### config.mk
export PLATFORM = sky130hd
export DESIGN_NAME = vmt_sat
export DESIGN_NICKNAME = d
export VERILOG_FILES = /design/src/hdl/vmt_pkg.sv /design/src/hdl/vmt_sat.sv
export SDC_FILE = /design/constraint.sdc
export NUM_CORES = 1
export LEC_CHECK = 0
export ABC_AREA = 1
export BUFFER_PORTS_ARGS = -buffer_cell sky130_fd_sc_hd__buf_2
export CORE_AREA = 4 4 154 156
export DETAILED_ROUTE_END_ITERATION = 7
export DIE_AREA = 0 0 158 160
export SYNTH_ARGS = -nofsm -noshare
export SYNTH_HDL_FRONTEND = slang
export SYNTH_SLANG_ARGS = --single-unit
### constraint.sdc
create_clock -name clock -period 7.1 [get_ports clock]
set_input_delay 0.71 -clock clock [delete_from_list [all_inputs] [get_ports clock]]
set_output_delay 0.71 -clock clock [all_outputs]
set_load 0.03 [all_outputs]
### src/hdl/vmt_pkg.sv
// ----------------------------------------------------------------------------
// vmt_pkg: shared types and constants for the 4x4 vector-matrix transform
// Item kinds, the control word that travels down the cell chain, and the
// default fixed-point format.
// ----------------------------------------------------------------------------
package vmt_pkg;

   localparam int WORD_WIDTH_DEF = 32;
   localparam int FRAC_BITS_DEF  = 16;
   localparam int NUM_ROWS       = 4;
   localparam int NUM_COLS       = 4;

   typedef enum logic {
      REQ_LOAD  = 1'b0,
      REQ_XFORM = 1'b1
   } req_kind_type;

   // control word riding alongside each item in the chain
   typedef struct packed {
      logic         valid;
      req_kind_type kind;
      logic [1:0]   row;
      logic [1:0]   col;
   } ctl_type;

endpackage

### src/hdl/vmt_sat.sv
// ----------------------------------------------------------------------------
// vmt_sat: rescale, saturate and hold the result
// Arithmetic shift of the column sums by FRAC_BITS, clip to the word range,
// and register the result vector. Load items are dropped here.
// ----------------------------------------------------------------------------
module vmt_sat
   import vmt_pkg::*;
#(
   parameter int WORD_WIDTH = WORD_WIDTH_DEF,
   parameter int FRAC_BITS  = FRAC_BITS_DEF
) (
   input  logic                           clock,
   input  logic                           reset,
   input  ctl_type                        in_ctl,
   input  logic signed [2*WORD_WIDTH+1:0] in_sum [NUM_COLS],
   output logic                           in_ready,
   output logic                           rsp_valid,
   input  logic                           rsp_ready,
   output logic signed [WORD_WIDTH-1:0]   rsp_res [NUM_COLS],
   output logic                           rsp_ovf
);

   localparam int ACC_W = 2 * WORD_WIDTH + 2;
   localparam logic signed [WORD_WIDTH-1:0] SAT_MAX = {1'b0, {(WORD_WIDTH-1){1'b1}}};
   localparam logic signed [WORD_WIDTH-1:0] SAT_MIN = {1'b1, {(WORD_WIDTH-1){1'b0}}};

   logic                          valid_ff;
   logic signed [WORD_WIDTH-1:0]  res_ff [NUM_COLS];
   logic signed [WORD_WIDTH-1:0]  res_in [NUM_COLS];
   logic                          ovf_ff;
   logic                          ovf_in;
   logic                          en;

   assign en       = !valid_ff || rsp_ready;
   assign in_ready = en;

   always_comb begin
      logic signed [ACC_W-1:0] shifted;
      logic [ACC_W-WORD_WIDTH:0] top;
      logic clip;
      ovf_in = 1'b0;
      for (int j = 0; j < NUM_COLS; j++) begin
         shifted = in_sum[j] >>> FRAC_BITS;
         // fits when everything from the word's sign bit upward agrees
         top  = shifted[ACC_W-1:WORD_WIDTH-1];
         clip = !((&top) || !(|top));
         if (clip) begin
            res_in[j] = shifted[ACC_W-1] ? SAT_MIN : SAT_MAX;
         end else begin
            res_in[j] = shifted[WORD_WIDTH-1:0];
         end
         ovf_in = ovf_in | clip;
      end
   end

   always_ff @(posedge clock) begin
      if (reset) begin
         valid_ff <= 1'b0;
      end else if (en) begin
         valid_ff <= in_ctl.valid && (in_ctl.kind == REQ_XFORM);
      end
   end

   always_ff @(posedge clock) begin
      if (en) begin
         res_ff <= res_in;
         ovf_ff <= ovf_in;
      end
   end

   assign rsp_valid = valid_ff;
   assign rsp_res   = res_ff;
   assign rsp_ovf   = ovf_ff;

endmodule

Word-level counts from Yosys, hierarchy flattened
Cells that the tools add are included.

storage, ports and cells
  register bits after elaboration = 130
  bits of input ports = 273
  logic and storage cells = 40

operators by class
  multiplexer cells = 8
  bitwise operators = 3
  reduce and logical (&&, ||, !) cells = 23

operators by type and width
  cell                  count
  2-to-1 mux 32 bit     8
  AND reduction 19 bit  4
  OR reduction 19 bit   4
  zero test 1 bit       9
  logical OR 1 bit      5
  bitwise OR 1 bit      3
  logical AND 1 bit     1

Longest topological paths before layout
Gate-level depths: netlist of run 1.

  depth after elaboration = 7
  mapped depth = 9
  mapped depth without buffers = 9

Worst setup path after synthesis of run 1
OpenSTA, ideal clock, no wires.

  kind = input -> output
  start point = in rsp_ready
  end point = out in_ready
  arrival time = 3.660 ns
  data required time = 6.390 ns
  setup slack = 2.730 ns
  cell stages on the path = 2
  path buffers = 0
  path through = inv_1 nand2_1

on the way
  cells in the longest elaborated chain, start to end = 1

RTL lines
  what              line           RTL
  from (decl)       vmt_sat.sv:18  input logic rsp_ready,
  logical OR 1 bit  vmt_sat.sv:34  assign en = !valid_ff || rsp_ready;
  to (decl)         vmt_sat.sv:16  output logic in_ready,

Every way passes these cells.

Worst setup path after layout of run 1
Ends and elaborated chain as after synthesis.

==> impl_results.md, run 1 <==
- Status: finished clean
- CTS tree: built
- Seq. cell area: 3890 um2
- Layout area overhead: 42.0%
- Largest net degree at the start of global routing: 75
- Pins over their slew limit: 0
- Worst reg-to-reg setup slack: approximately 4.8 ns
- GPL Wtd Cong: ~0.8
- Placed Area: 7510 um2
- Via count: 4860
- Total grt overflow: 0
- I/O Buffers: 335
- Cells along the critical path: buf_2, inv_1, nand2_4, buf_2
- Post-synthesis cell area: 5700 um2
- Initial antenna violation count: 4
- Largest fanout on the critical path: 74
- Slowest-stage cell, CP: nand2_4
- Setup Buffers After CTS: 0
- Type of the worst setup path: input port to primary output
- I/O pin cnt: 404
- Simple-gate area share of the yosys netlist: 26.8%
- Multi-input gate area: 1540 um2
- RSZ-0062 raised after global routing: false
- Arr. time, crit path: between 1.5 and 2 ns
- Vias in the first global route: 4799
- DIE WIDTH: 158 um
- Crit Reg-Reg Startpoint: rsp_valid
- Largest family of logic cells by synthesized area: simple AND/OR/NAND/NOR gates
- GRT Util Overall: 12.9%
- Netlist cell types: 21
- Most frequent cells in the layout: buf_2 (335), nand2_1 (293), edfxtp_1 (129)
- Mux cell area share after synthesis: 0%
- Hold_buf cts: 0
- Least-Margin Pin Slew: 1.04 ns
- Sequential share of the synthesized area: 68.3%
- PostCTS Resize Cnt: 0
- ANT nets after route: 0
- Total core area: between 20000 and 25000 um2
- XOR/XNOR share of the synthesized area: 0%
- Top FF cell, synth: edfxtp_1
- First-pass GRT wire length: 25200 um
- Post-DP HPWL: 12500 um
- Final min period: 2.67 ns
- Clk_lat worst skew: 0.42 ns
- Yosys reg bits: 130
- Routed len/inst: 14.6 um
- Area share of fa/ha/maj cells after synthesis: 0%
- Initial DRC Count: 269
- Worst Setup SP: rsp_ready
- Setup TNS: 0 ns
- Post-Route WL: around 17000 um
- Synth async-reset ratio: 0%
- Top post-synthesis cells by area: edfxtp_1 (68%), nand2_1 (19%), nor2_1 (3.6%)
- Crit start category: input port
- Final hold slack: 0.451 ns
- Sink Count: 130
- Final Util: 36.2%
- Yosys top cell area share: 68.0%
- Final Non-Filler Cells: 1173
- Yosys warns: 0
- Area leader, netlist: edfxtp_1
- Fin nets: around 1100
- Commonest non-fill, non-tap cell in the layout: buf_2
- Max incr delay on CP: about 0.7 ns
- Die Height: 160 um
- Cell Rows: 55
- # DRC: 0
- Required time worst endpoint: 6.39 ns
- Number of synthesized flops with an enable pin: 129
- Initial core utilization: 25.5%
- CP most frequent cell: buf_2
- Fmax: 0.375 GHz
- Clk_skew: 0.0137 ns
- Die footprint: 25300 um2
- Mapped Cells: 545
- Worst r2r path cells: 2
- Worst slew margin: 30.7%
- Root buffer cell: clkbuf_16
- HP Class: input port to flip-flop
- PD cells: 252 nW/um2
- H-Tree Depth: 4
- Tcrit/Tclk final: a little under two fifths
- Pre-antenna DRT Iters: 4
- Average size of a mapped cell: 10.5 um2
- Clock Path Buffers: 2
- Worst-path clk slew: 0.06 ns
- Max_cap viols: 0
- Worst VDD drop: approximately 0.12 mV
- Design Area, Final: 8090 um2
- Placed cell count: 1140
- CP Capture Type: primary output
- Vias/cell: 4.14
- Final setup violation count: 0
- Post-synthesis compound-gate area fraction: 0.0878%
- Worst r2r dst: rsp_res[5]
- Layout cell share with drive strength beyond 1: 42.4%
- Fill cells: 2299
- Synthesized netlist net count: 818
- TritonCTS buffer count: 17
- Pleak: between 3 and 4 nW
- CP endpoint: in_ready
- Fin. Hold Viols: 0
==> critical path: cells and delay by family <==
kind	cells	cell delay (ns)
buffers and inverters	3	0.47
AND/OR/NAND/NOR	1	0.71
==> cell usage after synthesis (2+ instances only) <==
cell,n
nand2_1,294
nand2_4,2
nand3_1,6
or2_1,6
inv_1,6
buf_2,3
clkbuf_1,3
buf_4,6
edfxtp_1,129
nor2_1,55
nand4_1,8
nand3b_2,2
nand3_2,3
buf_6,15
==> how the worst min path moves through the flow <==
stage	from	to	slack [ns]	cells past startpoint
2_1_floorplan	reset	rsp_valid	0.78	1
3_3_place_gp	reset	rsp_valid	0.87	2
3_5_place_dp	reset	rsp_valid	0.87	2
4_1_cts	reset	rsp_valid	0.42	2
5_1_grt	reset	rsp_valid	0.44	2
6_report	reset	rsp_valid	0.45	2
==> metal layers <==
layer  track usage [%]  up-vias  routed length [um]
met5                 0        -                  28
met4              5.39        6                 333
met3              3.58       29                1440
met2              23.2      204                8860
met1              14.2     2177                6490
li1                  -     2444                   -
==> state kept, by name, summed over array words and instances, names as in the netlist <==
signal     cells
rsp_ovf        1
rsp_res      128
rsp_valid      1
==> final cells by class <==
type | instances | share of cell area, %
clock inverters | 9 | 1.33
repair buffers | 338 | 21.0
well taps | 285 | 4.41
multi-input cells | 381 | 19.0
diodes | 1 | 0.0309
clock buffers | 23 | 5.78
flip-flops and latches | 130 | 48.1
inverters | 6 | 0.278
==> where the power goes <==
group / internal [W] / switching [W]
sequential: 0.000898 / 0.0000114
combinational: 0.0000863 / 0.000179
clock: 0.000535 / 0.000324
==> stage by stage <==
stage | total power (W) | setup WS, ns
after floorplan | 0.00108 | 2.73
after global placement | 0.00119 | 4.29
after detailed placement | 0.00120 | 4.27
after CTS | 0.00207 | 4.42
after global routing | 0.00212 | 4.33
final | 0.00203 | 4.43
==> cell families (layout without fill, tap and decap cells) <==
group	count (synthesis)	in the layout
other	0	1
buffers and inverters	34	376
DFF	130	130
and+or+nand+nor	380	380
AOI/OAI and AO/OA	1	1
(Power assumes the default switching activity.)
==> run 2: changes to the inputs <==
CORE_AREA = 4 4 155 157   (was 4 4 154 156)
DIE_AREA = 0 0 159 161   (was 0 0 158 160)
clock period = 2.8 ns   (was 7.1 ns; I/O delays follow)
==> run 2 against run 1 <==
Effect of this change: combinational power rose to 2.6 times the previous value; setup slack worse by 3.5 ns; global-route usage is 0.074 points higher; cell area up 0.71%; utilization about the same; critical endpoint unchanged.
==> impl_results.md, run 2 (synthesis gave the netlist of run 1 again) <==
- Worst Hold Launch: in_sum[65]
- Total grt overflow: 0
- Worst r2r dst: rsp_res[127]
- Fin nets: 1149
- I/O Buffers: 335
- Max_cap viols: 0
- Clock Path Buffers: 2
- Fmax: 0.532 GHz
- GPL Wtd Cong: roughly 0.82
- Crit Reg-Reg Startpoint: rsp_valid
- HP Class: input port to flip-flop
- Worst slew margin: 54.1%
- Die Height: 161 um
- Arr. time, crit path: 1.60 ns
- RSZ-0062 raised after global routing: false
- Layout area overhead: 43.0%
- Vias/cell: 4.14
- CTS tree: built
- Final WS setup: just over 0.9 ns
- Layout cell share with drive strength beyond 1: ~43%
- First-pass GRT wire length: 26200 um
- # DRC: 0
- Largest fanout on the critical path: 73
- Cells along the critical path: nand2_8, buf_2
- Largest net degree at the start of global routing: 74
- I/O pin cnt: 404
- Pre-CTS setup slack: 0.866 ns
- Power consumption: between 0.005 and 0.006 W
- Post-Route WL: 17500 um
- Least-Margin Pin Slew: 0.685 ns
- Initial antenna violation count: 4
- Pins over their slew limit: 0
- Hold Path Depth: 1
- Max reg flops: around 130
- Delay-heaviest family, CP: flip-flops
- ANT nets after route: 0
- Type of the worst setup path: flip-flop to primary output
- Initial DRC Count: 318
- Initial core utilization: 25.3%
- DIE WIDTH: 159 um
- H-Tree Depth: 4
- Commonest non-fill, non-tap cell in the layout: buf_2
- Worst-path clk slew: about 0.06 ns
- Hold EP: rsp_res[31]
- PostCTS Resize Cnt: 0
- Final setup violation count: 0
- Crit start category: flip-flop
- Pre-antenna DRT Iters: 4
- Required time worst endpoint: 2.52 ns
- Cell Rows: 55
- CP Capture Type: primary output
- Most frequent cells in the layout: buf_2 (335), nand2_1 (293), edfxtp_1 (129)
- Post-DP HPWL: 12700 um
- Sink Count: between 100 and 150
- Tcrit/Tclk final: 67.1%
- Total core area: approximately 23000 um2
- TritonCTS buffer count: 17
- Die footprint: 25600 um2
- Clk_lat worst skew: 0.41 ns
- Via count: 4860
- GRT Util Overall: 13.0%
- Worst VDD drop: 0.325 mV
- Vias in the first global route: roughly 4800
- Status: finished clean
- Setup TNS: 0 ns
- Max incr delay on CP: 0.45 ns
- CP bufs+invs: 1
- Pleak: 3.77 nW
- Worst reg-to-reg setup slack: 1.23 ns
- Routed len/inst: 14.9 um
- Final hold slack: 0.0803 ns
- Worst r2r path cells: 2
- Final min period: 1.88 ns
- Clk_skew: 0.00594 ns
- PD cells: 643 nW/um2
- Root buffer cell: clkbuf_16
- Fin. Hold Viols: 0
- Slowest-stage cell, CP: dfxtp_1
- Fill cells: roughly 2300
==> run 2: power by group <==
part           leakage (nW)  internal (W)  switching (W)  total (W)
clock network         0.281       0.00140       0.000859    0.00226
registers              1.36       0.00228      0.0000301    0.00231
logic                  2.13      0.000222       0.000456   0.000679
total                  3.77       0.00389        0.00135    0.00524
==> run 2: through the flow <==
stage                     instance area [um2]  cells  util (%)
final                                    8150   1175      36.2
after global routing                     8150   1175      36.2
after CTS                                8150   1174      36.2
after detailed placement                 7540   1141      33.5
after global placement                   7540   1141      33.5
after floorplan                          5700    545         -
==> run 2: worst max path at each step <==
stage                 from            to  cells after the start
2_1_floorplan    rsp_valid       rsp_ovf                      1
5_1_grt          rsp_valid      in_ready                      2
3_3_place_gp   in_sum[191]   rsp_res[87]                     10
4_1_cts          rsp_valid      in_ready                      2
3_5_place_dp   in_sum[263]  rsp_res[103]                      6
6_report         rsp_valid      in_ready                      2
==> run 2: layer usage <==
layer | vias up | global-route usage [%] | share of wire, %
met5 | - | 0 | 0.13
met4 | 6 | 5.05 | 2.3
met3 | 29 | 4.41 | 7.7
met2 | 199 | 23.1 | 51
met1 | 2184 | 14.5 | 39
li1 | 2442 | - | -
==> run 2: layout make-up <==
cell class	count	area, um2	area share [%]
well taps	285	357	4.38
inverters	6	22.5	0.276
multi-input cells	381	1550	19.0
clock buffers	18	429	5.27
clock inverters	14	165	2.03
diodes	1	2.50	0.0307
flip-flops and latches	130	3890	47.8
repair buffers	340	1730	21.2
==> run 2: worst reg2reg max path, cell delays in order (launching register included) <==
cell and delay [ns]:
dfxtp_1 0.37, nand2_8 0.47, buf_4 0.41
==> run 2: what timing repair did <==
item,CTS,global route
setup buffers,0,0
hold buffers,1,0
endpoints found under the hold margin,1,0
==> run 3: changes to the inputs <==
CORE_AREA = 4 4 154 156   (was 4 4 155 157)
DIE_AREA = 0 0 158 160   (was 0 0 159 161)
clock period = 1.65 ns   (was 2.8 ns; I/O delays follow)
==> run 3 against run 2 <==
Effect of this change: clock power increased by 64%; sequential share of layout area decreased by 4.8 points; combinational power increased by 94%; first-iteration DRC count decreased by 16%; global-route usage increased by 0.43 points; largest cell class unchanged; clock skew increased by 0.0063 ns; die area decreased by 1.2%; power increased by 71%.
==> impl_results.md, run 3 (synthesis gave the netlist of run 1 again) <==
- Via count: 5283
- HP Class: input port to flip-flop
- GRT Util Overall: 13.4%
- Total grt overflow: 0
- GPL Wtd Cong: 0.798
- RSZ-0062 raised after global routing: false
- Fill cells: 2225
- Worst r2r path cells: 3
- Vias in the first global route: 5193
- Initial DRC Count: ~270
- ANT nets after route: 0
- Clock Path Buffers: 2
- Post-Route WL: between 15000 and 20000 um
- Cell Rows: 55
- Post-DP HPWL: 13100 um
- Max incr delay on CP: 0.53 ns
- Die Height: 160 um
- Commonest non-fill, non-tap cell in the layout: buf_2
- Layout cell share with drive strength beyond 1: 42.6%
- Arr. time, crit path: 1.77 ns
- PD cells: 989 nW/um2
- Worst VDD drop: 0.559 mV
- CTS tree: built
- Pre-CTS setup slack: 0.162 ns
- Slowest-stage cell, CP: dlygate4sd3_1
- Routed len/inst: 14.7 um
- TritonCTS buffer count: 17
- Largest net degree at the start of global routing: 36
- Most frequent cells in the layout: buf_2 (335), nand2_1 (292), edfxtp_1 (129)
- Pre-antenna DRT Iters: 4
- Fmax: 0.620 GHz
- Worst Setup SP: in_sum[263]
- Crit Reg-Reg Startpoint: rsp_valid
- Initial core utilization: 25.5%
- First-pass GRT wire length: 26400 um
- Design Area, Final: around 9100 um2
- Total core area: 22400 um2
- Die footprint: between 20000 and 30000 um2
- Worst-path clk slew: 0.06 ns
- Placed Area: around 7700 um2
- Vias/cell: 4.21
- CP Capture Type: flip-flop
- Worst reg-to-reg setup slack: 0.25 ns
- Final min period: 1.61 ns
- CP endpoint: rsp_res[126]
- Worst r2r dst: rsp_valid
- # DRC: 0
- Initial antenna violation count: 3
- Pins over their slew limit: 0
- DIE WIDTH: 158 um
- Clk_lat worst skew: 0.41 ns
- Seq. cell area: slightly below 4000 um2
- Setup TNS: 0 ns
- Sink Count: 130
- Final setup violation count: 0
- Pleak: 4.18 nW
- Worst slew margin: slightly above 80%
- Final WS setup: roughly 0.038 ns
- Required time worst endpoint: between 1.5 and 2 ns
- Clk_skew: 0.0123 ns
- Root buffer cell: clkbuf_16
- Crit start category: input port
- Fin. Hold Viols: 0
- Type of the worst setup path: input port to flip-flop
- I/O pin cnt: just over 400
- Final hold slack: between 0.015 and 0.02 ns
- Cells along the critical path: dlygate4sd3_1, buf_2, or2_1, nor2_2, nand3_4, nand3b_4, clkbuf_16, nand2_1
- Max reg flops: 128
- Least-Margin Pin Slew: about 0.28 ns
- I/O Buffers: around 340
- Max_cap viols: 0
- Fin nets: 1226
- CP bufs+invs: 3
- Layout area overhead: 58.9%
- Largest fanout on the critical path: 8
- Tcrit/Tclk final: 97.7%
- Multi-input gate area: 1600 um2
- Status: finished clean
- Worst path depth: 8
- H-Tree Depth: 4
- Delay-heaviest family, CP: buffers and inverters
-- run 3: cell types whose count changed in the layout (fill, tap and decap cells not counted), moves of 5 or more --
cell / change
dlygate4sd3_1: +45
buf_4: +14
buf_12: +7
buf_6: +5
-- run 3: how the worst min path moves through the flow --
stage	start	cells after the start	slack [ns]	to
after floorplan	reset	1	0.23	rsp_valid
after global placement	reset	2	0.32	rsp_valid
after detailed placement	reset	2	0.32	rsp_valid
after CTS	in_sum[219]	3	0.0005	rsp_res[101]
after global routing	in_sum[91]	3	0.005	rsp_res[41]
final	in_sum[168]	3	0.02	rsp_res[84]
-- run 3: through the flow --
| step | utilization [%] | cells | power, W |
|---|---|---|---|
| after floorplan | - | 545 | 0.00463 |
| after global placement | 34.6 | 1154 | 0.00516 |
| after detailed placement | 34.6 | 1154 | 0.00518 |
| after CTS | 39.3 | 1232 | 0.00906 |
| after global routing | 40.5 | 1253 | 0.00937 |
| final | 40.5 | 1254 | 0.00895 |
-- run 3: worst min-delay path, cell delays in order --
cell	delay [ns]
buf_2	0.07
nand2_1	0.04
nand2_1	0.04
-- run 3: final cells by class --
type	count	area share [%]
clock buffer	19	4.78
inverter	6	0.249
clock inverter	12	1.56
sequential	130	43.0
timing repair buffer	416	28.7
antenna	4	0.111
multi-input combinational	382	17.7
tap	285	3.94
-- run 3: layer usage --
| layer | wire (um) | part of all wire [%] | global-route usage, % | vias to the layer above |
|---|---|---|---|---|
| met5 | 0 | 0 | 0 | - |
| met4 | 479 | 2.6 | 5.62 | 0 |
| met3 | 1520 | 8.3 | 4.25 | 29 |
| li1 | - | - | - | 2606 |
| met1 | 6790 | 37 | 14.6 | 2414 |
| met2 | 9610 | 52 | 23.9 | 234 |
-- run 3: report_power, final --
part           switching (W)  total [W]  internal [W]
clock                0.00137    0.00371       0.00234
combinational       0.000817    0.00132      0.000504
sequential         0.0000544    0.00392       0.00386
-- run 3: timing repair --
| action | CTS | global route |
|---|---|---|
| buffers inserted | 0 | 11 |
| resized for setup | 1 | 18 |
| hold endpoints to repair | 45 | 1 |
| setup endpoints to repair | 1 | 49 |
| gates cloned | 1 | 7 |
| pin swaps | 1 | 8 |
| hold buffers | 46 | 1 |
